File: src/hdl/circle_rasterizer_assert.svh
// ---------------------------------------------------------------------------
// circle_rasterizer assertion macros
// Clocked property checks on clock, with and without the reset qualifier.
// ---------------------------------------------------------------------------
`ifndef CIRCLE_RASTERIZER_ASSERT_SVH
`define CIRCLE_RASTERIZER_ASSERT_SVH

`ifndef SYNTHESIS

// check outside of reset
`define CRAS_ASSERT(name, prop, msg) \
   name: assert property (@(posedge clock) disable iff (reset) prop) else $error(msg);

// check that also holds around reset
`define CRAS_ASSERT_RST(name, prop, msg) \
   name: assert property (@(posedge clock) prop) else $error(msg);

`else

`define CRAS_ASSERT(name, prop, msg)
`define CRAS_ASSERT_RST(name, prop, msg)

`endif

`endif

File: src/hdl/cras_pkg.sv
// ---------------------------------------------------------------------------
// cras_pkg
// Widths, constants and shared types of the midpoint circle rasterizer.
// ---------------------------------------------------------------------------
package cras_pkg;

   localparam int COORD_BITS = 10;
   localparam int OFSY_BITS  = COORD_BITS + 1;
   localparam int OFSX_BITS  = COORD_BITS + 2;
   localparam int DEC_BITS   = COORD_BITS + 4;
   localparam int PIX_BITS   = COORD_BITS + 2;
   localparam int COLOR_BITS = 4;
   localparam int OCT_BITS   = 3;
   localparam int N_OCT      = 1 << OCT_BITS;

   localparam logic [OCT_BITS-1:0] LAST_OCTANT = OCT_BITS'(N_OCT - 1);

   localparam logic signed [DEC_BITS-1:0] DEC_INIT  = DEC_BITS'(3);
   localparam logic signed [DEC_BITS-1:0] STEP_FLAT = DEC_BITS'(6);
   localparam logic signed [DEC_BITS-1:0] STEP_DIAG = DEC_BITS'(10);

   localparam logic [COLOR_BITS-1:0] OCT_COLOR [N_OCT] = '{
      COLOR_BITS'(4),  COLOR_BITS'(14), COLOR_BITS'(2),  COLOR_BITS'(14),
      COLOR_BITS'(12), COLOR_BITS'(14), COLOR_BITS'(15), COLOR_BITS'(6)
   };

   typedef enum logic {
      KIND_START = 1'b0,
      KIND_STEP  = 1'b1
   } kind_type;

   // one set of eight symmetric points, handed from front to back
   typedef struct packed {
      logic [COORD_BITS-1:0]       cx;
      logic [COORD_BITS-1:0]       cy;
      logic signed [OFSX_BITS-1:0] ofs_x;
      logic signed [OFSY_BITS-1:0] ofs_y;
      logic                        done;
   } point_set_type;

   typedef struct packed {
      logic full;
      logic empty;
   } queue_status_type;

endpackage

File: src/hdl/cras_intf.sv
// ---------------------------------------------------------------------------
// cras_intf
// Valid/ready channels of the circle rasterizer: command in, pixels out.
// ---------------------------------------------------------------------------
interface cras_req_if import cras_pkg::*; ();
   logic                  valid;
   logic                  ready;
   logic                  kind;
   logic [COORD_BITS-1:0] center_x;
   logic [COORD_BITS-1:0] center_y;
   logic [COORD_BITS-1:0] radius;

   modport source (output valid, kind, center_x, center_y, radius, input ready);
   modport sink   (input valid, kind, center_x, center_y, radius, output ready);
endinterface

interface cras_rsp_if import cras_pkg::*; ();
   logic                        valid;
   logic                        ready;
   logic signed [PIX_BITS-1:0]  pixel_x;
   logic signed [PIX_BITS-1:0]  pixel_y;
   logic [COLOR_BITS-1:0]       color;
   logic [OCT_BITS-1:0]         octant;
   logic                        last;
   logic                        done_res;

   modport source (output valid, pixel_x, pixel_y, color, octant, last, done_res,
                   input ready);
   modport sink   (input valid, pixel_x, pixel_y, color, octant, last, done_res,
                   output ready);
endinterface

File: src/hdl/cras_front.sv
// ---------------------------------------------------------------------------
// cras_front
// Takes commands, runs the midpoint decision update and queues point sets.
// ---------------------------------------------------------------------------
module cras_front import cras_pkg::*; (
   input  logic             clock,
   input  logic             reset,
   cras_req_if.sink         req_ch,
   input  queue_status_type q_status,
   output logic             push,
   output point_set_type    push_data
);

   `include "circle_rasterizer_assert.svh"

   logic                        active_ff, active_in;
   logic signed [OFSX_BITS-1:0] offx_ff, offx_in;
   logic signed [OFSY_BITS-1:0] offy_ff, offy_in;
   logic signed [DEC_BITS-1:0]  dec_ff, dec_in;
   logic [COORD_BITS-1:0]       cx_ff, cx_in;
   logic [COORD_BITS-1:0]       cy_ff, cy_in;

   logic                        accept;
   logic                        is_start;
   logic                        done;
   logic signed [DEC_BITS-1:0]  x4;
   logic signed [DEC_BITS-1:0]  y4;

   assign req_ch.ready = !q_status.full;
   assign accept       = req_ch.valid && req_ch.ready;
   assign is_start     = (req_ch.kind == KIND_START);

   // a step on an idle circle is taken and dropped
   assign push = accept && (is_start || active_ff);

   assign x4 = DEC_BITS'(offx_ff) <<< 2;
   assign y4 = DEC_BITS'(offy_ff) <<< 2;

   always_comb begin
      cx_in     = cx_ff;
      cy_in     = cy_ff;
      offx_in   = offx_ff;
      offy_in   = offy_ff;
      dec_in    = dec_ff;
      done      = 1'b0;
      active_in = active_ff;
      if (is_start) begin
         cx_in     = req_ch.center_x;
         cy_in     = req_ch.center_y;
         offx_in   = '0;
         offy_in   = OFSY_BITS'(req_ch.radius);
         dec_in    = DEC_INIT - (DEC_BITS'(req_ch.radius) <<< 1);
         active_in = 1'b1;
      end else begin
         if (dec_ff > 0) begin
            dec_in  = dec_ff + x4 - y4 + STEP_DIAG;
            offy_in = offy_ff - OFSY_BITS'(1);
         end else begin
            dec_in  = dec_ff + x4 + STEP_FLAT;
         end
         offx_in   = offx_ff + OFSX_BITS'(1);
         done      = offx_in > OFSX_BITS'(offy_in);
         active_in = !done;
      end
   end

   assign push_data.cx    = cx_in;
   assign push_data.cy    = cy_in;
   assign push_data.ofs_x = offx_in;
   assign push_data.ofs_y = offy_in;
   assign push_data.done  = done;

   always_ff @(posedge clock) begin
      if (reset) begin
         active_ff <= 1'b0;
         offx_ff   <= '0;
         offy_ff   <= '0;
         dec_ff    <= '0;
         cx_ff     <= '0;
         cy_ff     <= '0;
      end else if (push) begin
         active_ff <= active_in;
         offx_ff   <= offx_in;
         offy_ff   <= offy_in;
         dec_ff    <= dec_in;
         cx_ff     <= cx_in;
         cy_ff     <= cy_in;
      end
   end

   `CRAS_ASSERT(a_end_on_done, $fell(active_ff) && !$past(reset) |-> $past(push && push_data.done), "circle ended without a finishing point set")

endmodule

File: src/hdl/cras_queue.sv
// ---------------------------------------------------------------------------
// cras_queue
// Two-entry queue of point sets between the front and the back.
// ---------------------------------------------------------------------------
module cras_queue import cras_pkg::*; (
   input  logic             clock,
   input  logic             reset,
   input  logic             push,
   input  point_set_type    push_data,
   input  logic             pop,
   output point_set_type    head,
   output queue_status_type status
);

   `include "circle_rasterizer_assert.svh"

   point_set_type slot_ff [2];
   logic          wr_ptr_ff, wr_ptr_in;
   logic          rd_ptr_ff, rd_ptr_in;
   logic [1:0]    count_ff, count_in;

   assign status.full  = (count_ff == 2'd2);
   assign status.empty = (count_ff == 2'd0);
   assign head         = slot_ff[rd_ptr_ff];

   always_comb begin
      wr_ptr_in = push ? !wr_ptr_ff : wr_ptr_ff;
      rd_ptr_in = pop  ? !rd_ptr_ff : rd_ptr_ff;
      count_in  = count_ff;
      if (push && !pop) begin
         count_in = count_ff + 2'd1;
      end else if (pop && !push) begin
         count_in = count_ff - 2'd1;
      end
   end

   always_ff @(posedge clock) begin
      if (reset) begin
         wr_ptr_ff <= 1'b0;
         rd_ptr_ff <= 1'b0;
         count_ff  <= '0;
      end else begin
         wr_ptr_ff <= wr_ptr_in;
         rd_ptr_ff <= rd_ptr_in;
         count_ff  <= count_in;
      end
   end

   always_ff @(posedge clock) begin
      if (push) begin
         slot_ff[wr_ptr_ff] <= push_data;
      end
   end

   `CRAS_ASSERT(a_no_overflow, push |-> !status.full, "push into a full queue")
   `CRAS_ASSERT(a_no_underflow, pop |-> !status.empty, "pop from an empty queue")

endmodule

File: src/hdl/cras_back.sv
// ---------------------------------------------------------------------------
// cras_back
// Walks each queued set's eight octants, one pixel per cycle unless stalled.
// ---------------------------------------------------------------------------
module cras_back import cras_pkg::*; (
   input  logic             clock,
   input  logic             reset,
   input  point_set_type    head,
   input  queue_status_type q_status,
   output logic             pop,
   cras_rsp_if.source       rsp_ch
);

   `include "circle_rasterizer_assert.svh"

   logic [OCT_BITS-1:0]        oct_ff, oct_in;
   logic                       rsp_valid_ff, rsp_valid_in;
   logic [PIX_BITS-1:0]        px_ff, px_in;
   logic [PIX_BITS-1:0]        py_ff, py_in;
   logic [COLOR_BITS-1:0]      color_ff;
   logic [OCT_BITS-1:0]        octant_ff;
   logic                       last_ff;
   logic                       done_ff;

   logic                       load;
   logic [PIX_BITS-1:0]        ex;
   logic [PIX_BITS-1:0]        ey;
   logic [PIX_BITS-1:0]        dx;
   logic [PIX_BITS-1:0]        dy;

   assign load = !q_status.empty && (!rsp_valid_ff || rsp_ch.ready);
   assign pop  = load && (oct_ff == LAST_OCTANT);

   assign ex = PIX_BITS'(head.ofs_x);
   assign ey = PIX_BITS'(head.ofs_y);

   // octant order: (x,y) (x,-y) (-x,-y) (-x,y) (y,x) (y,-x) (-y,-x) (-y,x)
   always_comb begin
      case (oct_ff)
         3'd0:    begin dx = ex;  dy = ey;  end
         3'd1:    begin dx = ex;  dy = -ey; end
         3'd2:    begin dx = -ex; dy = -ey; end
         3'd3:    begin dx = -ex; dy = ey;  end
         3'd4:    begin dx = ey;  dy = ex;  end
         3'd5:    begin dx = ey;  dy = -ex; end
         3'd6:    begin dx = -ey; dy = -ex; end
         default: begin dx = -ey; dy = ex;  end
      endcase
      px_in = PIX_BITS'(head.cx) + dx;
      py_in = PIX_BITS'(head.cy) + dy;
   end

   always_comb begin
      oct_in       = load ? oct_ff + OCT_BITS'(1) : oct_ff;
      rsp_valid_in = rsp_valid_ff && !rsp_ch.ready;
      if (load) begin
         rsp_valid_in = 1'b1;
      end
   end

   always_ff @(posedge clock) begin
      if (reset) begin
         oct_ff       <= '0;
         rsp_valid_ff <= 1'b0;
      end else begin
         oct_ff       <= oct_in;
         rsp_valid_ff <= rsp_valid_in;
      end
   end

   always_ff @(posedge clock) begin
      if (load) begin
         px_ff     <= px_in;
         py_ff     <= py_in;
         color_ff  <= OCT_COLOR[oct_ff];
         octant_ff <= oct_ff;
         last_ff   <= (oct_ff == LAST_OCTANT);
         done_ff   <= head.done;
      end
   end

   assign rsp_ch.valid    = rsp_valid_ff;
   assign rsp_ch.pixel_x  = px_ff;
   assign rsp_ch.pixel_y  = py_ff;
   assign rsp_ch.color    = color_ff;
   assign rsp_ch.octant   = octant_ff;
   assign rsp_ch.last     = last_ff;
   assign rsp_ch.done_res = done_ff;

   `CRAS_ASSERT_RST(a_idle_after_reset, $past(reset) |-> !rsp_valid_ff, "pixel shown right after reset")
   `CRAS_ASSERT(a_set_held, rsp_valid_ff && !last_ff && rsp_ch.ready |-> !q_status.empty, "point set left the queue before its eighth pixel")

endmodule

File: src/hdl/circle_rasterizer.sv
// ---------------------------------------------------------------------------
// circle_rasterizer
// Midpoint circle engine: start/step commands in, eight mirrored pixels out.
// ---------------------------------------------------------------------------
//  channel  dir  per transaction
//  req_ch   in   kind, center_x, center_y, radius
//  rsp_ch   out  pixel_x, pixel_y, color, octant, last, done_res
//
//  A start or an active step yields eight pixels, one per cycle from the back
//  end while rsp_ch is not stalled. With the back end idle, a command passes
//  through the point-set queue and the output register before its first
//  pixel is valid.
//  A two-entry point-set queue lets the front take commands while pixels drain;
//  req_ch.ready drops only when the queue is full. Steps on an idle circle
//  are taken with no pixels. Synchronous reset clears all control.
// ---------------------------------------------------------------------------
module circle_rasterizer import cras_pkg::*; (
   input  logic       clock,
   input  logic       reset,
   cras_req_if.sink   req_ch,
   cras_rsp_if.source rsp_ch
);

   logic             push;
   logic             pop;
   point_set_type    push_data;
   point_set_type    head;
   queue_status_type q_status;

   cras_front u_front (
      .clock     (clock),
      .reset     (reset),
      .req_ch    (req_ch),
      .q_status  (q_status),
      .push      (push),
      .push_data (push_data)
   );

   cras_queue u_queue (
      .clock     (clock),
      .reset     (reset),
      .push      (push),
      .push_data (push_data),
      .pop       (pop),
      .head      (head),
      .status    (q_status)
   );

   cras_back u_back (
      .clock    (clock),
      .reset    (reset),
      .head     (head),
      .q_status (q_status),
      .pop      (pop),
      .rsp_ch   (rsp_ch)
   );

endmodule
File: src/flat_wrapper.sv
// flat-port wrapper written by rule: the top's interface ports become plain ports
module circle_rasterizer_flat import cras_pkg::*;
  (clock, reset, req_ch_valid, req_ch_kind, req_ch_center_x, req_ch_center_y, req_ch_radius, req_ch_ready, rsp_ch_valid, rsp_ch_pixel_x, rsp_ch_pixel_y, rsp_ch_color, rsp_ch_octant, rsp_ch_last, rsp_ch_done_res, rsp_ch_ready);
  cras_req_if req_ch_i ();
  cras_rsp_if rsp_ch_i ();
  input  logic clock;
  input  logic reset;
  input wire logic [$bits(req_ch_i.valid)-1:0] req_ch_valid;
  input wire logic [$bits(req_ch_i.kind)-1:0] req_ch_kind;
  input wire logic [$bits(req_ch_i.center_x)-1:0] req_ch_center_x;
  input wire logic [$bits(req_ch_i.center_y)-1:0] req_ch_center_y;
  input wire logic [$bits(req_ch_i.radius)-1:0] req_ch_radius;
  output wire logic [$bits(req_ch_i.ready)-1:0] req_ch_ready;
  output wire logic [$bits(rsp_ch_i.valid)-1:0] rsp_ch_valid;
  output wire logic [$bits(rsp_ch_i.pixel_x)-1:0] rsp_ch_pixel_x;
  output wire logic [$bits(rsp_ch_i.pixel_y)-1:0] rsp_ch_pixel_y;
  output wire logic [$bits(rsp_ch_i.color)-1:0] rsp_ch_color;
  output wire logic [$bits(rsp_ch_i.octant)-1:0] rsp_ch_octant;
  output wire logic [$bits(rsp_ch_i.last)-1:0] rsp_ch_last;
  output wire logic [$bits(rsp_ch_i.done_res)-1:0] rsp_ch_done_res;
  input wire logic [$bits(rsp_ch_i.ready)-1:0] rsp_ch_ready;
  assign req_ch_i.valid = req_ch_valid;
  assign req_ch_i.kind = req_ch_kind;
  assign req_ch_i.center_x = req_ch_center_x;
  assign req_ch_i.center_y = req_ch_center_y;
  assign req_ch_i.radius = req_ch_radius;
  assign req_ch_ready = req_ch_i.ready;
  assign rsp_ch_valid = rsp_ch_i.valid;
  assign rsp_ch_pixel_x = rsp_ch_i.pixel_x;
  assign rsp_ch_pixel_y = rsp_ch_i.pixel_y;
  assign rsp_ch_color = rsp_ch_i.color;
  assign rsp_ch_octant = rsp_ch_i.octant;
  assign rsp_ch_last = rsp_ch_i.last;
  assign rsp_ch_done_res = rsp_ch_i.done_res;
  assign rsp_ch_i.ready = rsp_ch_ready;
  circle_rasterizer u_core (.clock(clock), .reset(reset), .req_ch(req_ch_i), .rsp_ch(rsp_ch_i));
endmodule
File: config.mk
export PLATFORM = sky130hd
export DESIGN_NAME = circle_rasterizer_flat
export DESIGN_NICKNAME = d
export VERILOG_FILES = /design/src/hdl/cras_pkg.sv /design/src/hdl/cras_intf.sv /design/src/hdl/cras_front.sv /design/src/hdl/cras_queue.sv /design/src/hdl/cras_back.sv /design/src/hdl/circle_rasterizer.sv /design/src/flat_wrapper.sv
export VERILOG_INCLUDE_DIRS = /design/src /design/src/hdl
export SDC_FILE = /design/constraint.sdc
export NUM_CORES = 1
export LEC_CHECK = 0
export BUFFER_PORTS_ARGS = -buffer_cell sky130_fd_sc_hd__buf_2
export CAP_MARGIN = 40
export CORE_MARGIN = 1.5
export CORE_UTILIZATION = 33
export DETAILED_ROUTE_END_ITERATION = 10
export GPL_TIMING_DRIVEN = 0
export PLACE_DENSITY_LB_ADDON = 0.08
export SETUP_SLACK_MARGIN = 0.1
export SYNTH_ARGS = -nofsm -noshare
export SYNTH_HDL_FRONTEND = slang
export SYNTH_HIERARCHICAL = 1
export SYNTH_SLANG_ARGS = --single-unit
File: constraint.sdc
create_clock -name clock -period 4.9 [get_ports clock]
set_input_delay 0.245 -clock clock [delete_from_list [all_inputs] [get_ports clock]]
set_output_delay 0.245 -clock clock [all_outputs]
set_load 0.1 [all_outputs]
Yosys cells after proc, flatten, opt, wreduce, memory -nomap -nowiden:

Memory sizes are Yosys's and may differ from the RTL's. A register that Yosys moved wholly into a read port is not among the register bits.
Cells that the tools add are included.

* register bits after elaboration: 95
* memories: 2
* bits of input ports: 35
* RAM bits: 88
* memory bits (read-only): 32
* output and inout port bits: 35

* add/sub/neg operators: 14
* eq/ne operators: 8
* bitwise gates (word level): 2
* reduce and logical (&&, ||, !) cells: 27
* multiplexer cells: 19
* magnitude comparators: 2

Memories
* u_core.u_queue.slot_ff: depth 2, width 44, rd ports 1, clocked after memory_dff 1, write ports 1, line cras_queue.sv:17 `point_set_type slot_ff [2];`
* (no name shown): depth 8, width 4, rd ports 1, clocked after memory_dff 1, write ports 0, line cras_back.sv:75 `color_ff <= OCT_COLOR[oct_ff];`

Operators by type and width (number)
* case mux 12 bit (3 select lines): 2
* two-way mux 11 bit: 3
* two-way mux 14 bit: 2
* adder 10 x 12 -> 12 bit: 2
* negation 12 bit: 2
* two-way mux 10 bit: 2
* adder 14 bit: 1
* adder 14 x 4 -> 14 bit, second input constant: 1
* adder 14 x 5 -> 14 bit, second input constant: 1
* greater-than comparator 14 x 1 -> 1 bit, second input constant: 1
* subtractor 14 x 13 -> 14 bit: 1
* adder 12 x 2 -> 12 bit, second input constant: 1
* == test 3 bit, second input constant: 4
* greater-than comparator 12 x 11 -> 1 bit: 1
* two-way mux 12 bit: 1
* OR reduction 2 bit: 6
* subtractor 2 x 11 -> 12 bit, first input constant: 1
* subtractor 11 x 2 -> 11 bit, second input constant: 1
* zero test 1 bit: 9
* logical AND 1 bit: 7
* two-way mux 1 bit: 7
* == test 3 x 2 -> 1 bit, second input constant: 2
* two-way mux 2 bit: 2
* inverter 3 -> 4 bit: 1
* 10 further kinds: 11

Logic depth before layout (Yosys ltp):

Gate-level depths: netlist of the first run.

* depth after elaboration: 8
* depth in mapped cells: 18
* gate-level depth less buffers: 16

By module:

The synthesis of the first run kept the hierarchy.

Modules (own cells, without submodules)
* cras_front: times used 1, area an instance 4802.1 um^2, sequential area each 1161.1 um^2, cells each 635
* cras_queue: times used 1, area an instance 3380.7 um^2, sequential area each 2742.6 um^2, cells each 159
* cras_back: times used 1, area an instance 3315.7 um^2, sequential area each 1071.0 um^2, cells each 373

Worst setup path after synthesis of the first run:

OpenSTA, ideal clock, no wires.

* kind: register -> register
* start point: register u_core.u_queue.count_ff[0]
* end point: memory u_core/u_queue/slot_ff[0][0] (netlist bit), enable pin
* slack: 0.080 ns
* stages on the path, launching flop included: 8
* setup time: 0.451 ns
* period minus slack after synthesis: 4.820 ns
* buffers on the path: 2
* arrival: 4.369 ns
* path through: dfxtp_1 > and2b_2 > inv_1 > nand3_1 > inv_1 > clkbuf_1 > clkbuf_1 > nor2b_1

RTL lines
* from (decl): line cras_queue.sv:20 `logic [1:0] count_ff, count_in;`
* from (signal assigned): line cras_queue.sv:45 `count_ff <= count_in;`
* to (decl): line cras_queue.sv:17

==> PnR_summary.wiki, run 1 <==
{| class="wikitable"
! Metric !! Value
|-
| Status || finished, final reports clean
|-
| Launch instance of the worst min-delay path || rsp_ch_ready
|-
| Min Tclk post-route || 4550 ps
|-
| Post-Synthesis Net Count || 1285
|-
| CTS H-tree lvls || 4
|-
| Global-route wire length before repair || 50.0 mm
|-
| Worst-Margin Slew || 804 ps
|-
| Share of async-settable or async-resettable flops after synthesis || 0%
|-
| Post-synthesis compound-gate area fraction || 15.1%
|-
| Total of max-cap violations || 0
|-
| Register area || 4970 um^2
|-
| Vias post-DR || 8869
|-
| Antenna violations before repair || 0
|-
| Gpl congestion || 0.881
|-
| Drt wl/cell || 18.8 um
|-
| DP Worst Slack || 29.7 ps
|-
| Chip width || 190 um
|-
| Crit path arrival time || 4720 ps
|-
| Filler Cell Count || 3431
|-
| Number of slew-limit violations in the final report || 0
|-
| Count of port buffers added during placement || 69
|-
| Antenna Nets Post-Route || 0
|-
| Share of layout cells above drive strength 1 || 16.7%
|-
| Cells after DPL || 1696
|-
| Cell Area, Synth || 11500 um^2
|-
| Largest family of logic cells by synthesized area || simple AND/OR/NAND/NOR gates
|-
| Share of the clock period used by the worst path || 92.8%
|-
| Fin Setup TNS || 0 ps
|-
| Cts bufs inserted || 17
|-
| Total congestion overflow after global routing || 0
|-
| Minimum setup slack among reg-to-reg paths || 350 ps
|-
| Diodes inserted || 0
|-
| Non-filler instance count after layout || 1728
|-
| Vias per inst || 5.13
|-
| Flops & latches, synth || 188
|-
| Dominant synthesized flop cell || edfxtp_1
|-
| Worst-case clock buffer depth || 2
|-
| Die outline height || 190 um
|-
| Synthesized-area fraction occupied by adder cells || 9.23%
|-
| DRC errors left || 0
|-
| Post-synthesis share of cell area spent on xor and xnor gates || 6.54%
|-
| Worst slew margin || 45.8%
|-
| Post-synthesis average cell area || 9.85 um^2
|-
| Pin count of the biggest net entering global routing || 32
|-
| First-pass detailed-route iteration total || 5
|-
| Detailed placer's ending HPWL || 25.2 mm
|-
| Max frequency || 0.220 GHz
|-
| Multi-input gate area || 6170 um^2
|-
| Hold Path Class || in -> reg
|-
| Overall power after layout || 6.52 mW
|-
| Finish-stage setup viols || 0
|-
| CTS Hold Buffers Added || 0
|-
| End point of the critical path || u_core/u_back/rsp_ch.pixel_x[11]$_DFFE_PP_
|-
| Core Footprint || 34500 um^2
|-
| Type of the worst setup path || reg -> reg
|-
| Clock network latency to the later pin of the worst-skew pair || 440 ps
|-
| Worst voltage drop across the vdd grid || 0.328 mV
|-
| Worst Setup End Kind || register
|-
| Final core utilization || 38.2%
|-
| Setup slack of the critical path after layout || 353 ps
|-
| Die area || 36000 um^2
|-
| Root buffer selected by CTS || clkbuf_16
|-
| Row count || 68
|-
| Leading cell types in the layout, fill and taps excluded || 127 x nand2_1, 121 x edfxtp_1, 105 x a21oi_1
|-
| Leakage || 5.00 nW
|-
| Number of cells on the worst reg-to-reg path || 14
|-
| Endpoint of the most critical register-to-register path || u_core/u_back/rsp_ch.pixel_x[11]$_DFFE_PP_
|-
| Max Clock Skew || 15.2 ps
|-
| Register clock-pin slew on the reported worst setup and hold paths || 70 ps
|-
| Total wirelength of the detailed-routed design || 32.5 mm
|-
| Count of mapped cells out of synthesis || 1167
|-
| Cell area power density || 495 nW/um^2
|-
| Starting utilization of the core area || 33.4%
|-
| Largest fanout of any net on the critical path || 10
|-
| Sequential element share of the synthesized area || 43.3%
|-
| Post-synthesis share of cell area spent on and, or, nand and nor gates || 15.4%
|-
| Count of warnings emitted by yosys || 6
|-
| Global routing usage summed across all routing layers || 18.4%
|-
| Number of DRC markers after the initial detailed-route iteration || 459
|-
| Setup repair after global routing missed its margin || yes
|-
| Net count of the finished layout || 1378
|-
| Commonest non-fill, non-tap cell in the layout || nand2_1
|-
| I/O pin cnt || 70
|-
| Required time of the worst setup path || 5080 ps
|-
| Final hold vios || 0
|-
| Count of cell types in the netlist || 78
|-
| Startpoint kind of the worst setup timing path || register
|-
| Clock tree from TritonCTS || done
|-
| TritonCTS sink count || 188
|-
| Multiplexer area fraction after synthesis || 7.06%
|-
| Post-synth EDFFs || 121
|-
| Area growth, synth to finish || 14.5%
|-
| Number of global-route vias before repair || 8585
|}
-- Yosys cell counts (4+ instances only) --
master,instances,area [um^2]
a21o_1,11,82.6
a21oi_1,105,526
and2_1,15,93.8
or3_1,11,68.8
a22oi_1,7,52.6
a222oi_1,4,40.0
dfxtp_1,67,1340
nand3_1,17,85.1
nor2b_1,7,43.8
nand4b_1,4,35.0
nand4_1,8,50.1
a211oi_1,11,82.6
buf_4,5,37.5
o21a_1,15,113
clkbuf_1,34,128
nand2b_1,15,93.8
o211ai_1,4,30.0
nor4_1,6,37.5
o21bai_1,6,45.0
inv_1,46,173
xor2_1,24,210
nor3_1,33,165
o21ai_0,55,275
o31ai_1,5,37.5
edfxtp_1,121,3630
o22ai_1,5,31.3
nor2_1,99,372
ha_1,80,1000
mux2_2,65,732
nand2_1,127,477
buf_1,4,15.0
a221oi_1,4,35.0
and3_1,6,37.5
xnor2_1,60,526
mux2i_1,8,80.1
-- sequential cells by signal, indices dropped and copies added, names as in the netlist, named ones only --
register	count
u_core/u_queue/rd_ptr_ff	1
u_core/u_queue/wr_ptr_ff	1
u_core/u_queue/count_ff	2
u_core/u_front/offy_ff	11
u_core/u_back/rsp_ch.octant	3
u_core/u_queue/slot_ff	88
u_core/u_back/rsp_ch.pixel_y	12
u_core/u_front/cy_ff	10
u_core/u_back/rsp_ch.last	1
u_core/u_back/rsp_ch.valid	1
u_core/u_front/active_ff	1
u_core/u_back/oct_ff	3
u_core/u_back/rsp_ch.color	4
u_core/u_back/rsp_ch.pixel_x	12
u_core/u_front/dec_ff	14
u_core/u_front/cx_ff	10
u_core/u_back/rsp_ch.done_res	1
u_core/u_front/offx_ff	12
-- report_power, final --
group | internal, mW | switching [mW]
combinational | 0.964 | 2.04
clock | 0.828 | 0.635
sequential | 1.97 | 0.0779
total | 3.76 | 2.75
-- routing by layer --
| layer | GRT usage, % | part of all wire [%] | vias to the layer above |
|---|---|---|---|
| met4 | 7.05 | 3.0 | 0 |
| met5 | 0 | 0 | - |
| met1 | 24.1 | 47 | 4231 |
| li1 | - | - | 4427 |
| met3 | 2.10 | 2.7 | 39 |
| met2 | 31.0 | 48 | 172 |
-- worst min path at each step --
stage	endpoint	slack (ps)	cells past startpoint
2_1_floorplan	u_core/u_back/rsp_ch.valid$_SDFF_PP0_	310	1
3_3_place_gp	u_core/u_front/cx_ff[7]$_SDFFE_PP0P_	440	2
3_5_place_dp	u_core/u_front/cx_ff[2]$_SDFFE_PP0P_	440	2
4_1_cts	u_core/u_front/dec_ff[1]$_SDFFE_PP0P_	110	4
5_1_grt	u_core/u_back/rsp_ch.valid$_SDFF_PP0_	130	3
6_report	u_core/u_back/rsp_ch.valid$_SDFF_PP0_	130	3
-- cell type report --
cell class / instances / area share (%)
inverter: 47 / 1.34
multi-input combinational: 884 / 46.9
tap: 455 / 4.33
buffer: 48 / 1.68
timing repair buffer: 74 / 3.25
clock buffer: 18 / 3.34
sequential: 188 / 37.8
clock inverter: 14 / 1.37
-- cells by family (layout without fill, tap and decap cells) --
| family | after synthesis | count (layout) |
|---|---|---|
| buf+inv | 95 | 201 |
| xor+xnor | 85 | 85 |
| simple gates | 371 | 371 |
| fa+ha+maj | 83 | 83 |
| compound gates | 272 | 272 |
| mux | 73 | 73 |
| flops | 188 | 188 |
-- timing repair --
item,4_1_cts,5_1_grt
buffers inserted,0,0
setup endpoints to repair,2,4
gates cloned,0,0
resized for setup,2,9
-- critical path, cell delays in order (launching register included) --
cell and delay (ps):
dfxtp_1 300, buf_2 260, buf_4 260, mux2_2 360, buf_6 140, or4_4 520, or4_2 600, a22oi_1 320
o21ai_1 200, ha_1 380, nand2_1 100, nor4_1 320, nor3_1 140, a211oi_1 290, xnor2_1 90
-- through the flow --
step | cell area, um^2 | hold WS, ps
finish | 13200 | 131
global route | 13200 | 130
CTS | 13100 | 111
detailed placement | 12500 | 443
global placement | 12400 | 438
floorplan | 11500 | 314
No activity file was read; power rests on OpenSTA's default activity.
==> run 2, diff against run 1 <==
SYNTH_HIERARCHICAL = unset   (was 1)
==> PnR_summary.wiki, run 2 <==
{| class="wikitable"
! Metric !! Value
|-
| Status || finished, final reports clean
|-
| Type of the worst setup path || reg -> reg
|-
| Routed length on met3 || 912 um
|-
| Overall power after layout || 7.23 mW
|-
| Cts bufs inserted || 17
|-
| Number of slew-limit violations in the final report || 0
|-
| Int Power || 3.92 mW
|-
| Cell with the biggest individual delay on the critical path || mux2i_1
|-
| Total of max-cap violations || 0
|-
| Post-synthesis average cell area || 9.78 um^2
|-
| Total wirelength of the detailed-routed design || 33.6 mm
|-
| Leakage || 4.91 nW
|-
| Share of total power in sequential cells || 29.9%
|-
| Cell area power density || 552 nW/um^2
|-
| Vias post-DR || 8912
|-
| Count of port buffers added during placement || 68
|-
| Minimum setup slack among reg-to-reg paths || 410 ps
|-
| Vias per inst || 5.14
|-
| Placed standard-cell area || 12500 um^2
|-
| Kind of cell adding the most delay to the critical path || buffers and inverters
|-
| Switching part of the total power || 45.8%
|-
| Total congestion overflow after global routing || 0
|-
| Global routing usage summed across all routing layers || 19.1%
|-
| Register area || 4970 um^2
|-
| Register clock-pin slew on the reported worst setup and hold paths || 80 ps
|-
| Post-CTS setup buffers || 0
|-
| Worst path max stage delay || 570 ps
|-
| Flops & latches, synth || 188
|-
| Setup slack of the critical path after layout || 406 ps
|-
| Biggest area consumer among synthesized cells || edfxtp_1
|-
| Number of flip-flops in the largest register || 88
|-
| Gpl congestion || 0.880
|-
| Leading cell types in the layout, fill and taps excluded || 121 x nand2_1, 121 x edfxtp_1, 109 x nor2_1
|-
| Final hold vios || 0
|-
| Share of layout cells above drive strength 1 || 14.2%
|-
| Metal1 wirelength || 16.7 mm
|-
| Number of global-route vias before repair || 8701
|-
| Worst slew margin || 40.6%
|-
| Worst Setup End Kind || register
|-
| Startpoint kind of the worst setup timing path || register
|-
| Sequential element share of the synthesized area || 43.3%
|-
| Post-synth EDFFs || 121
|-
| Core Footprint || 34400 um^2
|-
| Register name with the most flops || u_core.u_queue.slot_ff
|-
| Worst Hold Slack || 90.1 ps
|-
| Finish-stage setup viols || 0
|-
| Clock network latency to the later pin of the worst-skew pair || 450 ps
|-
| Crit path arrival time || 4690 ps
|-
| Starting utilization of the core area || 33.4%
|-
| Hold Path Class || in -> reg
|-
| Logic gate share of total power || 50.1%
|-
| Most common cell type on the critical path || buf_6
|-
| Setup repair after global routing missed its margin || yes
|-
| I/O pin cnt || 70
|-
| Proportion of power drawn by the clock network || 20.0%
|-
| Die area || 36000 um^2
|-
| Net count of the finished layout || 1382
|-
| First-pass detailed-route iteration total || 5
|-
| Antenna Nets Post-Route || 0
|-
| Worst-case clock buffer depth || 2
|-
| Die outline height || 190 um
|-
| Cell Area, Synth || 11500 um^2
|-
| Area growth, synth to finish || 14.0%
|-
| Top routing layer in use || met4
|-
| Power dissipated by switching net loads || 3.31 mW
|-
| Detailed placer's ending HPWL || 26.2 mm
|-
| Min Tclk post-route || 4490 ps
|-
| Count of cell types in the netlist || 72
|-
| Chip width || 190 um
|-
| Post-Synthesis Net Count || 1291
|-
| CTS H-tree lvls || 4
|-
| DRC errors left || 0
|-
| Drt wl/cell || 19.3 um
|-
| Worst Path Buf+Inv || 6
|-
| Root buffer selected by CTS || clkbuf_16
|-
| Synth top area share || 31.6%
|-
| Non-Filler Cell Area, Final || 13100 um^2
|-
| Registers with the most flip-flops || u_core.u_queue.slot_ff (88), u_core.u_front.dec_ff (14)
|-
| Worst-Margin Slew || 891 ps
|-
| Share of the clock period used by the worst path || 91.7%
|-
| DP Worst Slack || 153 ps
|-
| Filler Cell Count || 3494
|-
| Antenna violations before repair || 0
|-
| Cell-by-cell trace of the critical path || buf_6, buf_6, buf_6, buf_2, clkbuf_2, mux2i_1, inv_1, ha_1, a21o_1, a21oi_1, nand2b_1, a21boi_0, o41a_1, and4_1, o31ai_1, xnor2_1
|-
| Synth cell count leaders || 121 x edfxtp_1, 121 x nand2_1, 110 x nor2_1
|-
| TritonCTS sink count || 188
|-
| Met2 wirelength from detailed routing || 15.6 mm
|-
| CTS Hold Buffers Added || 0
|-
| Worst voltage drop across the vdd grid || 0.333 mV
|-
| Row count || 68
|-
| Max Clock Skew || 10.9 ps
|-
| Largest fanout of any net on the critical path || 10
|-
| Non-filler instance count after layout || 1734
|-
| Max frequency || 0.223 GHz
|-
| Clock tree from TritonCTS || done
|-
| Pin count of the biggest net entering global routing || 32
|-
| Top post-synthesis cells by area || edfxtp_1 32%, dfxtp_1 12%, ha_1 8.5%
|-
| Multi-input gate area || 6150 um^2
|-
| Count of mapped cells out of synthesis || 1175
|-
| Diodes inserted || 0
|-
| Count of warnings emitted by yosys || 0
|-
| Number of DRC markers after the initial detailed-route iteration || 620
|-
| Global-route wire length before repair || 51.5 mm
|-
| Dominant synthesized flop cell || edfxtp_1
|-
| Required time of the worst setup path || 5090 ps
|-
| Cells after DPL || 1702
|-
| Share of async-settable or async-resettable flops after synthesis || 0%
|}
run 2: cell count changes in the layout (fill, tap and decap cells not counted), moves of 9 or more:
cell,delta
mux2i_1,+17
a21oi_1,-15
mux2_2,-18
nor2_1,+11
a22oi_1,+9
xor2_1,+14
run 2: path summary, 6_finish.rpt:
path	from	to	cells past startpoint
setup / recovery	register	u_core.u_back.rsp_ch.pixel_y[11]$_DFFE_PP_	16
hold / removal	rsp_ch_ready	u_core.u_back.rsp_ch.valid$_SDFF_PP0_	3
setup reg to reg	register	u_core.u_back.rsp_ch.pixel_y[11]$_DFFE_PP_	16
hold reg to reg	u_core.u_front.cx_ff[2]$_SDFFE_PP0P_	u_core.u_front.cx_ff[2]$_SDFFE_PP0P_	2
run 2: timing repair:
item                                    4_1_cts  5_1_grt
hold endpoints to repair                      0        0
gates resized for setup                       0        6
endpoints found under the setup margin        0        5
run 2: area by class of cell:
type	count	area share (%)
clock buffers	18	3.28
well taps	455	4.35
flip-flops and latches	188	38.0
multi-input cells	892	47.0
clock inverters	14	1.35
repair buffers	72	3.11
plain buffers	48	1.60
inverters	47	1.36
run 2: kinds of logic (layout without fill, tap and decap cells):
logic type                 Yosys count  in the layout  share of synthesized area [%]
AOI/OAI and AO/OA                  280            280                           15.5
xor gates and xnor gates            90             90                           6.86
adders and majority gates           81             81                           9.02
buffers and inverters               95            199                           3.33
DFF                                188            188                           43.3
muxes                               75             75                           7.15
and+or+nand+nor                    366            366                           14.8
run 2: worst register-to-register path, cell delays in order, from the launching register on:
cell,delay (ps)
dfxtp_1,330
buf_6,150
buf_6,190
buf_6,170
buf_2,320
clkbuf_2,390
mux2i_1,580
inv_1,100
ha_1,310
a21o_1,190
a21oi_1,210
nand2b_1,140
a21boi_0,110
o41a_1,380
and4_1,240
o31ai_1,320
xnor2_1,110
run 2: stage by stage:
| step | setup TNS [ps] | util, % |
|---|---|---|
| 3_5_place_dp | 0 | 36.3 |
| 5_1_grt | 0 | 38.1 |
| 4_1_cts | 0 | 38.1 |
| 6_report | 0 | 38.1 |
| 3_3_place_gp | -16460 | 36.1 |
| 2_1_floorplan | 0 | - |
run 2: metal layers:
layer  up-vias  GRT usage, %
li1       4459             -
met1      4307          26.6
met2       127          31.2
met3        19          2.93
met4         0          4.09
met5         -             0
run 2: power groups by stage:
stage / Sequential, mW / Combinational [mW] / Clock [mW]
floorplan: 3.00 / 1.97 / 0
global placement: 2.21 / 3.59 / 0
detailed placement: 2.20 / 3.62 / 0
CTS: 2.16 / 3.64 / 1.48
global route: 2.19 / 3.96 / 1.54
finish: 2.16 / 3.62 / 1.44
